==> src/hw/rtl/nrch_pkg.sv <==
// -----------------------------------------------------------------------------
// nrch_pkg
// Shared types and constants of the nearest ray/circle hit block: sequencer
// step codes, register indexes, and the command and status structs.
// -----------------------------------------------------------------------------
package nrch_pkg;

   typedef logic [5:0] step_type;
   typedef logic [2:0] csr_index_type;

   // multiply sequence steps
   localparam step_type MS_WX    = 6'd0;
   localparam step_type MS_WY    = 6'd1;
   localparam step_type MS_HX    = 6'd2;
   localparam step_type MS_HY    = 6'd3;
   localparam step_type MS_RR    = 6'd4;
   localparam step_type MS_HXWY  = 6'd5;
   localparam step_type MS_HYWX  = 6'd6;
   localparam step_type MS_HXWX  = 6'd7;
   localparam step_type MS_HYWY  = 6'd8;
   localparam step_type MS_K00   = 6'd9;
   localparam step_type MS_K01   = 6'd10;
   localparam step_type MS_K10   = 6'd11;
   localparam step_type MS_K11   = 6'd12;
   localparam step_type MS_Q00   = 6'd13;
   localparam step_type MS_Q01   = 6'd14;
   localparam step_type MS_Q10   = 6'd15;
   localparam step_type MS_Q11   = 6'd16;
   localparam step_type MS_FLUSH = 6'd17;

   // hit point steps
   localparam step_type PS_HX    = 6'd0;
   localparam step_type PS_HY    = 6'd1;
   localparam step_type PS_FLUSH = 6'd2;

   localparam step_type SQ_LAST  = 6'd63;
   localparam step_type DV_LAST  = 6'd30;

   localparam csr_index_type CSR_ORIGIN_X  = 3'd0;
   localparam csr_index_type CSR_ORIGIN_Y  = 3'd1;
   localparam csr_index_type CSR_HEADING_X = 3'd2;
   localparam csr_index_type CSR_HEADING_Y = 3'd3;

   localparam logic [30:0] TIME_MAX = 31'h7FFF_FFFF;

   typedef struct packed {
      logic     take;
      logic     prep;
      logic     mul;
      logic     check;
      logic     sqrt;
      logic     ncalc;
      logic     div;
      logic     update;
      logic     point;
      logic     emit;
      step_type step;
   } nrch_cmd_type;

   typedef struct packed {
      logic disc_ok;
      logic n_ok;
      logic n_small;
      logic last;
      logic rsp_free;
   } nrch_sts_type;

endpackage

==> src/hw/rtl/nrch_ctrl.sv <==
// -----------------------------------------------------------------------------
// nrch_ctrl
// Sequencer: walks each circle through multiply, square root, divide and update
// phases as needed and issues step commands to the datapath.
// -----------------------------------------------------------------------------
module nrch_ctrl (
   input  logic                  clock,
   input  logic                  reset,
   input  logic                  req_valid,
   output logic                  req_stall,
   input  nrch_pkg::nrch_sts_type sts,
   output nrch_pkg::nrch_cmd_type cmd
);
   import nrch_pkg::*;

   typedef enum logic [9:0] {
      ST_IDLE   = 10'b00_0000_0001,
      ST_PREP   = 10'b00_0000_0010,
      ST_MUL    = 10'b00_0000_0100,
      ST_CHECK  = 10'b00_0000_1000,
      ST_SQRT   = 10'b00_0001_0000,
      ST_NCALC  = 10'b00_0010_0000,
      ST_DIV    = 10'b00_0100_0000,
      ST_UPDATE = 10'b00_1000_0000,
      ST_POINT  = 10'b01_0000_0000,
      ST_EMIT   = 10'b10_0000_0000
   } state_type;

   state_type state_ff, state_in;
   step_type  cnt_ff, cnt_in;

   assign req_stall = (state_ff != ST_IDLE);

   always_comb begin
      state_in = state_ff;
      cnt_in   = cnt_ff;
      cmd      = '0;
      cmd.step = cnt_ff;
      unique case (state_ff)
         ST_IDLE: begin
            if (req_valid) begin
               cmd.take = 1'b1;
               state_in = ST_PREP;
            end
         end
         ST_PREP: begin
            cmd.prep = 1'b1;
            cnt_in   = '0;
            state_in = ST_MUL;
         end
         ST_MUL: begin
            cmd.mul = 1'b1;
            if (cnt_ff == MS_FLUSH) begin
               cnt_in   = '0;
               state_in = ST_CHECK;
            end else begin
               cnt_in = cnt_ff + 6'd1;
            end
         end
         ST_CHECK: begin
            cmd.check = 1'b1;
            cnt_in    = '0;
            state_in  = sts.disc_ok ? ST_SQRT : ST_UPDATE;
         end
         ST_SQRT: begin
            cmd.sqrt = 1'b1;
            if (cnt_ff == SQ_LAST) begin
               cnt_in   = '0;
               state_in = ST_NCALC;
            end else begin
               cnt_in = cnt_ff + 6'd1;
            end
         end
         ST_NCALC: begin
            cmd.ncalc = 1'b1;
            cnt_in    = '0;
            state_in  = (sts.n_ok && sts.n_small) ? ST_DIV : ST_UPDATE;
         end
         ST_DIV: begin
            cmd.div = 1'b1;
            if (cnt_ff == DV_LAST) begin
               cnt_in   = '0;
               state_in = ST_UPDATE;
            end else begin
               cnt_in = cnt_ff + 6'd1;
            end
         end
         ST_UPDATE: begin
            cmd.update = 1'b1;
            cnt_in     = '0;
            state_in   = sts.last ? ST_POINT : ST_IDLE;
         end
         ST_POINT: begin
            cmd.point = 1'b1;
            if (cnt_ff == PS_FLUSH) begin
               cnt_in   = '0;
               state_in = ST_EMIT;
            end else begin
               cnt_in = cnt_ff + 6'd1;
            end
         end
         ST_EMIT: begin
            if (sts.rsp_free) begin
               cmd.emit = 1'b1;
               state_in = ST_IDLE;
            end
         end
         default: begin
            state_in = ST_IDLE;
         end
      endcase
   end

   always_ff @(posedge clock) begin
      if (reset) begin
         state_ff <= ST_IDLE;
         cnt_ff   <= '0;
      end else begin
         state_ff <= state_in;
         cnt_ff   <= cnt_in;
      end
   end

   a_take_prep: assert property (@(posedge clock) disable iff (reset)
      (req_valid && !req_stall) |=> (state_ff == ST_PREP))
      else $error("accepted transaction did not start prep");

   a_mul_check: assert property (@(posedge clock) disable iff (reset)
      (state_ff == ST_MUL && cnt_ff == MS_FLUSH) |=> (state_ff == ST_CHECK))
      else $error("multiply sequence did not end in check");

   a_mid_idle: assert property (@(posedge clock) disable iff (reset)
      (state_ff == ST_UPDATE && !sts.last) |=> (state_ff == ST_IDLE && !req_stall))
      else $error("non-final circle did not return to idle");

endmodule

==> config.mk <==
export PLATFORM = sky130hd
export DESIGN_NAME = nrch_ctrl
export DESIGN_NICKNAME = d
export VERILOG_FILES = /design/src/hw/rtl/nrch_pkg.sv /design/src/hw/rtl/nrch_ctrl.sv
export SDC_FILE = /design/constraint.sdc
export NUM_CORES = 1
export LEC_CHECK = 0
export ABC_AREA = 1
export BUFFER_PORTS_ARGS = -buffer_cell sky130_fd_sc_hd__buf_4
export CAP_MARGIN = 0
export CORE_UTILIZATION = 55
export CTS_CLUSTER_SIZE = 16
export DETAILED_ROUTE_END_ITERATION = 7
export PLACE_DENSITY = 0.76
export SETUP_SLACK_MARGIN = 0.4
export SLEW_MARGIN = 20
export SYNTH_ARGS = -nofsm -noshare
export SYNTH_HDL_FRONTEND = slang
export SYNTH_SLANG_ARGS = --single-unit
==> constraint.sdc <==
create_clock -name clock -period 3.6 [get_ports clock]
set_input_delay 0.54 -clock clock [delete_from_list [all_inputs] [get_ports clock]]
set_output_delay 0.54 -clock clock [all_outputs]
set_load 0.02 [all_outputs]
# After elaboration in Yosys (flattened, before gate mapping)
# Cells that the tools add are included.
[totals]
word_cells = 55
input_bits = 8
out_inout_bits = 17
register_bits = 16
[classes]
add_sub_neg = 1
n_eq_ne = 21
reduce_logical = 4
mux = 27
[op_table]
columns = ["cell", "count"]
rows = [
  ["10-bit case mux with 10 select lines", 1],
  ["10-bit 2-to-1 mux", 6],
  ["6-bit case mux with 5 select lines", 1],
  ["6-bit 2-to-1 mux", 4],
  ["8-bit 2-to-1 mux", 2],
  ["6-bit by 5-bit == test with 1-bit output (second input constant)", 2],
  ["1-bit 2-to-1 mux", 12],
  ["2-bit != test (second input constant)", 6],
  ["10-bit by 1-bit == test with 1-bit output (second input constant)", 1],
  ["10-bit == test (second input constant)", 1],
  ["10-bit by 2-bit == test with 1-bit output (second input constant)", 1],
  ["10-bit by 3-bit == test with 1-bit output (second input constant)", 1],
  ["10-bit by 4-bit == test with 1-bit output (second input constant)", 1],
  ["10-bit by 5-bit == test with 1-bit output (second input constant)", 1],
  ["10-bit by 6-bit == test with 1-bit output (second input constant)", 1],
  ["10-bit by 7-bit == test with 1-bit output (second input constant)", 1],
  ["10-bit by 8-bit == test with 1-bit output (second input constant)", 1],
  ["10-bit by 9-bit == test with 1-bit output (second input constant)", 1],
  ["10-bit by 1-bit != test with 1-bit output (second input constant)", 1],
  ["9-bit 2-to-1 mux", 1],
  ["6-bit by 1-bit adder with 6-bit output (second input constant)", 1],
  ["6-bit by 2-bit == test with 1-bit output (second input constant)", 1],
  ["6-bit == test (second input constant)", 1],
  ["6-bit AND reduction", 1],
  ["other kinds (3)", 3],
]

# Longest topological paths before layout
# Gate-level depths: netlist of run 1.
[logic_depth]
ltp_word = 3
depth_mapped = 12
depth_no_buf = 12

# Worst setup path after synthesis of run 1
# OpenSTA, ideal clock, no wires.
[synth_path]
path_kind = "register to output"
from = "register state_ff[9]"
to = "output port cmd[15] (netlist name)"
slack_ns = 1.717
path_stages_with_launch = 5
required_time_ns = 3.060
arrival_ns = 1.343
n_path_buf = 1
cell_sequence = "dfxtp_1 -> nor2_2 -> buf_6 -> nand4_1 -> nor2_1"
[synth_lines]
columns = ["element", "line_no", "source"]
rows = [
  ["start, declared", "nrch_ctrl.sv:29", "state_type state_ff, state_in;"],
  ["start signal, assigned", "nrch_ctrl.sv:119", "state_ff <= state_in;"],
  ["end, declared", "nrch_ctrl.sv:12", "output nrch_pkg::nrch_cmd_type cmd"],
]

==> impl_metrics.json, run 1 <==
{
  "slew_headroom_pct": 59.15,
  "postCtsResizedCells": 0,
  "rows": 17,
  "pin_count": 25,
  "rsz0062_at_grt": "false",
  "drive_gt1_share_pct": 30.13,
  "cts_setup_buffers": 0,
  "hold_buffers": 0,
  "grt-ovfl-total": 0,
  "power_density_nw_per_um2": 489.1,
  "synthTopCellsByArea": "dfxtp_1 (24%), nand2_1 (12%), inv_1 (9.6%)",
  "route.vias.total": 1300,
  "vdd_drop_max_uv": 424.4,
  "clock_skew_ns": 0.002422,
  "ant_nets": 0,
  "finalMaxSlewViolations": 0,
  "clkLatencyLatePin_ns": 0.29,
  "die_area_um2": 2609,
  "dp_slack_ns": 1.580,
  "dp_hpwl_mm": 2.480,
  "yosysUniqueCellTypes": 26,
  "worstHoldPathType": "in2reg",
  "setup_viol": 0,
  "tritoncts": "yes",
  "drt_pass1_iterations": 4,
  "wl_per_cell_um": 11.94,
  "dieHeight_um": 51.08,
  "period_share_pct": 66.07,
  "setup_ws_ns": 1.222,
  "dpl_cell_area_um2": 1529,
  "cts.reportedPaths.clkPinSlew_ns": 0.10,
  "initial_utilization_pct": 59.33,
  "io_buffers": 24,
  "h-tree-depth": 1,
  "synthesis.nets": 213,
  "ys_seq_area_share_pct": 24.17,
  "grt_pass1_wl_mm": 5.057,
  "hold_viol": 0,
  "final_cell_area_um2": 1565,
  "numClockSinks": 16,
  "place_congestion": 1.012,
  "drt-total-wl_mm": 3.068,
  "dp.cells": 253,
  "synth_top_cell_by_area": "dfxtp_1",
  "die_w_um": 51.08,
  "run_status": "finished, final reports clean",
  "coreArea_um2": 2233,
  "worst_slew_pin_slew_ns": 0.6121,
  "synthArstFlopShare_pct": 0,
  "via_per_inst": 5.058,
  "fin_crit_ns": 2.378,
  "cts_root_buffer": "clkbuf_4",
  "endpoint_kind": "primary output",
  "antenna_cells": 0,
  "cts_buffers": 3,
  "antenna_found_initial": 0,
  "synthFlopType": "dfxtp_1",
  "syn_inst": 202,
  "netlist_area_um2": 1325,
  "synth_top_area_share_pct": 24.17,
  "grt_pass1_vias": 1117,
  "tns_ns": 0,
  "synth.most_common_cell": "nand2_1",
  "fin_cells": 257,
  "avgSynthCellArea_um2": 6.560,
  "synth-edff-count": 0,
  "fmax_mhz": 420.5,
  "clockBufferDepth": 2,
  "yosys_warnings": 0,
  "p_leak_nw": 0.8434,
  "arrival_ns": 1.84,
  "path_max_fanout": 11,
  "startpoint_type": "flip-flop",
  "final_nets": 241,
  "synth_seq_cells": 16,
  "grt.total_usage_pct": 25.94,
  "drc_errors": 0,
  "required_ns": 3.06,
  "areaGrowthSynthToFinish_pct": 18.13,
  "critPathKind": "reg2out",
  "synth_commonest_cells": "nand2_1 (42), inv_1 (34), nor2_1 (30)",
  "cap_viol_max_count": 0,
  "grt_max_degree": 12,
  "drt_iter0_drc": 90
}
stage by stage:
step	utilization [%]	total power [mW]	hold slack, ns
final	70.08	0.7656	0.4373
after CTS	70.08	0.7660	0.4305
after global placement	68.46	0.6382	0.5328
after detailed placement	68.46	0.6437	0.5418
after global routing	70.08	0.8169	0.4376
after floorplan	-	0.5496	0.5531
cell type report:
cell class	instances	area, um2
inverters	40	157.7
repair buffers	24	180.2
well taps	28	35.03
multi-input cells	145	835.8
clock buffers	4	36.28
flip-flops and latches	16	320.3
fillers	194	668.1
sequential cells by signal (all words and copies together) (netlist names):
register / flops
cnt_ff: 6
state_ff: 10
report_power, final:
part / switching (mW) / leakage [nW] / internal [mW] / total, mW
Clock: 0.0617 / 0.0210 / 0.0615 / 0.123
Combinational: 0.272 / 0.693 / 0.142 / 0.413
Sequential: 0.0291 / 0.130 / 0.200 / 0.229
routing by layer:
metal	up-vias	GRT usage [%]	part of all wire, %
met3	2	3.571	6.4
met4	0	6.481	0.39
met5	-	0	0
li1	676	-	-
met2	50	40.79	45
met1	572	36.82	48
cells in the final DEF, fill, tap and decap left out, drive strengths merged:
master	count
a21oi	6
buf	24
clkbuf	4
clkinv	1
dfxtp	16
ha	3
inv	39
nand2	59
nand3	20
nand4	4
nor2	43
nor3	6
nor4	1
o21a	1
o21ai	1
o22ai	1
final timing paths:
path	startpoint	to	slack [ns]	depth (start not counted)
setup reg to reg	state_ff[9]	state_ff[5]	1.64	12
hold / removal	reset	state_ff[8]	0.44	2
setup / recovery	state_ff[9]	cmd[8]	1.22	6
hold reg to reg	cnt_ff[0]	cnt_ff[0]	0.56	2
critical path, stage by stage, from the launching register on:
cell and delay, ns:
dfxtp_1 0.36, nor2_2 0.51, nand2_1 0.14, nor2_2 0.17, nand3_1 0.13, inv_1 0.10
buf_4 0.14
logic make-up after synthesis:
| group | synth area share, % |
|---|---|
| buf+inv | 12.75 |
| fa+ha+maj | 2.833 |
| compound gates | 5.100 |
| flops | 24.17 |
| simple gates | 55.15 |
Note: power is estimated with default switching activity, not from simulation.
==> run 2: changes to the inputs <==
- clock period: 3.6 -> 2.2 ns (I/O delays scaled with it)
==> run 2 against run 1 <==
Net effect:
- first-iteration DRC count shrank 49%
- die area is the same
- combinational power grew 86%
- clock power grew 63%
- global-route usage grew 1.1 points
- worst setup slack lost 0.84 ns
- register-to-register slack lost 1.0 ns
- critical path type unchanged
==> impl_metrics.json, run 2 (synthesis results as in run 1) <==
{
  "cap_viol_max_count": 0,
  "fin_crit_ns": 1.814,
  "endpoint_kind": "primary output",
  "place_congestion": 0.8861,
  "critPathKind": "reg2out",
  "period_share_pct": 82.47,
  "worstHoldPathType": "in2reg",
  "run_status": "finished, final reports clean",
  "rows": 17,
  "clock_skew_ns": 0.001115,
  "fillers": 176,
  "hold_viol": 0,
  "cts_root_buffer": "clkbuf_4",
  "io_buffers": 24,
  "drt_pass1_iterations": 4,
  "wl_per_cell_um": 13.24,
  "fin_cells": 266,
  "path_max_fanout": 5,
  "power.total_mw": 1.354,
  "top_register": "state_ff",
  "drive_gt1_share_pct": 36.55,
  "grt_pass1_vias": 1160,
  "final_nets": 250,
  "grt.total_usage_pct": 27.03,
  "finalMaxSlewViolations": 0,
  "dpl_cell_area_um2": 1544,
  "crit_path_top_delay_cell": "dfxtp_4",
  "grt_pass1_wl_mm": 5.244,
  "route.vias.total": 1362,
  "mostFrequentLayoutCells": "nand2_1 (42), inv_1 (33), buf_4 (30), nor2_1 (28), nand3_1 (18)",
  "clockBufferDepth": 2,
  "fmax_mhz": 551.2,
  "drt-total-wl_mm": 3.523,
  "initial_utilization_pct": 59.33,
  "cpMostUsedCell": "buf_4",
  "antenna_cells": 0,
  "drt_iter0_drc": 46,
  "biggestRegsByFlops": "state_ff (10), cnt_ff (6)",
  "largest_register_ffs": 10,
  "dieHeight_um": 51.08,
  "path_cells": "nor2_4 > buf_4 > nand2_4 > nor3_4 > buf_4",
  "grt-ovfl-total": 0,
  "tns_ns": 0,
  "p_leak_nw": 0.8921,
  "layout_commonest_cell": "nand2_1",
  "final_cell_area_um2": 1682,
  "cts.reportedPaths.clkPinSlew_ns": 0.10,
  "setup_viol": 0,
  "critPathMaxStageDelay_ns": 0.38,
  "coreArea_um2": 2233,
  "ant_nets": 0,
  "areaGrowthSynthToFinish_pct": 26.91,
  "numClockSinks": 16,
  "die_area_um2": 2609,
  "arrival_ns": 1.48,
  "dp_hpwl_mm": 2.613,
  "cts_buffers": 3,
  "pin_count": 25,
  "die_w_um": 51.08,
  "rsz0062_at_grt": "true",
  "worst_slew_pin_slew_ns": 0.4726,
  "antenna_found_initial": 0,
  "via_per_inst": 5.120,
  "power_density_nw_per_um2": 805.2,
  "tritoncts": "yes",
  "required_ns": 1.87,
  "clkLatencyLatePin_ns": 0.29,
  "h-tree-depth": 1,
  "dp.cells": 255,
  "slew_headroom_pct": 68.20,
  "startpoint_type": "flip-flop",
  "vdd_drop_max_uv": 827.2,
  "grt_max_degree": 11,
  "drc_errors": 0
}
==> run 2: cell type report <==
type	count	area, um2	share of cell area (%)
sequential	16	330.3	19.64
timing repair buffer	33	259.0	15.40
multi-input combinational	145	860.8	51.19
inverter	40	160.2	9.524
clock buffer	4	36.28	2.158
tap	28	35.03	2.083
==> run 2: what timing repair did <==
item,CTS,global route
hold buffers,0,0
endpoints found under the setup margin,6,7
gates cloned,0,0
buffers inserted,1,6
pin swaps,1,10
gates resized for setup,3,14
==> run 2: final timing paths <==
path / depth (start not counted) / end / startpoint / slack (ns)
setup / recovery: 5 / cmd[13] / state_ff[9] / 0.39
hold / removal: 2 / state_ff[8] / reset / 0.22
setup reg to reg: 12 / cnt_ff[4] / state_ff[4] / 0.59
hold reg to reg: 2 / cnt_ff[0] / cnt_ff[0] / 0.57
==> run 2: per-stage QoR <==
stage	hold WS [ns]	setup slack [ns]	utilization, %
detailed placement	0.5281	0.5423	69.13
finish	0.2213	0.3857	75.29
floorplan	0.3991	0.5066	-
global placement	0.5274	0.5448	69.13
CTS	0.2176	0.3800	71.54
global route	0.2180	0.3275	75.29
==> run 2: where the power goes <==
group	switching, mW	internal, mW	leakage (nW)
registers	0.0515	0.331	0.132
logic	0.475	0.296	0.739
clock network	0.100	0.101	0.0210
total	0.627	0.727	0.892
==> run 2: per-layer routing <==
metal	GRT usage, %	vias up	part of all wire (%)
met1	37.14	611	46
met2	43.86	57	46
met4	9.259	0	0.68
met5	0	-	0
met3	2.381	4	6.4
li1	-	690	-
==> run 2: worst max-delay path: cells and delay by family (launching register included) <==
| kind | cells | cell delay, ns |
|---|---|---|
| buffers and inverters | 2 | 0.36 |
| and+or+nand+nor | 3 | 0.46 |
| DFF | 1 | 0.38 |
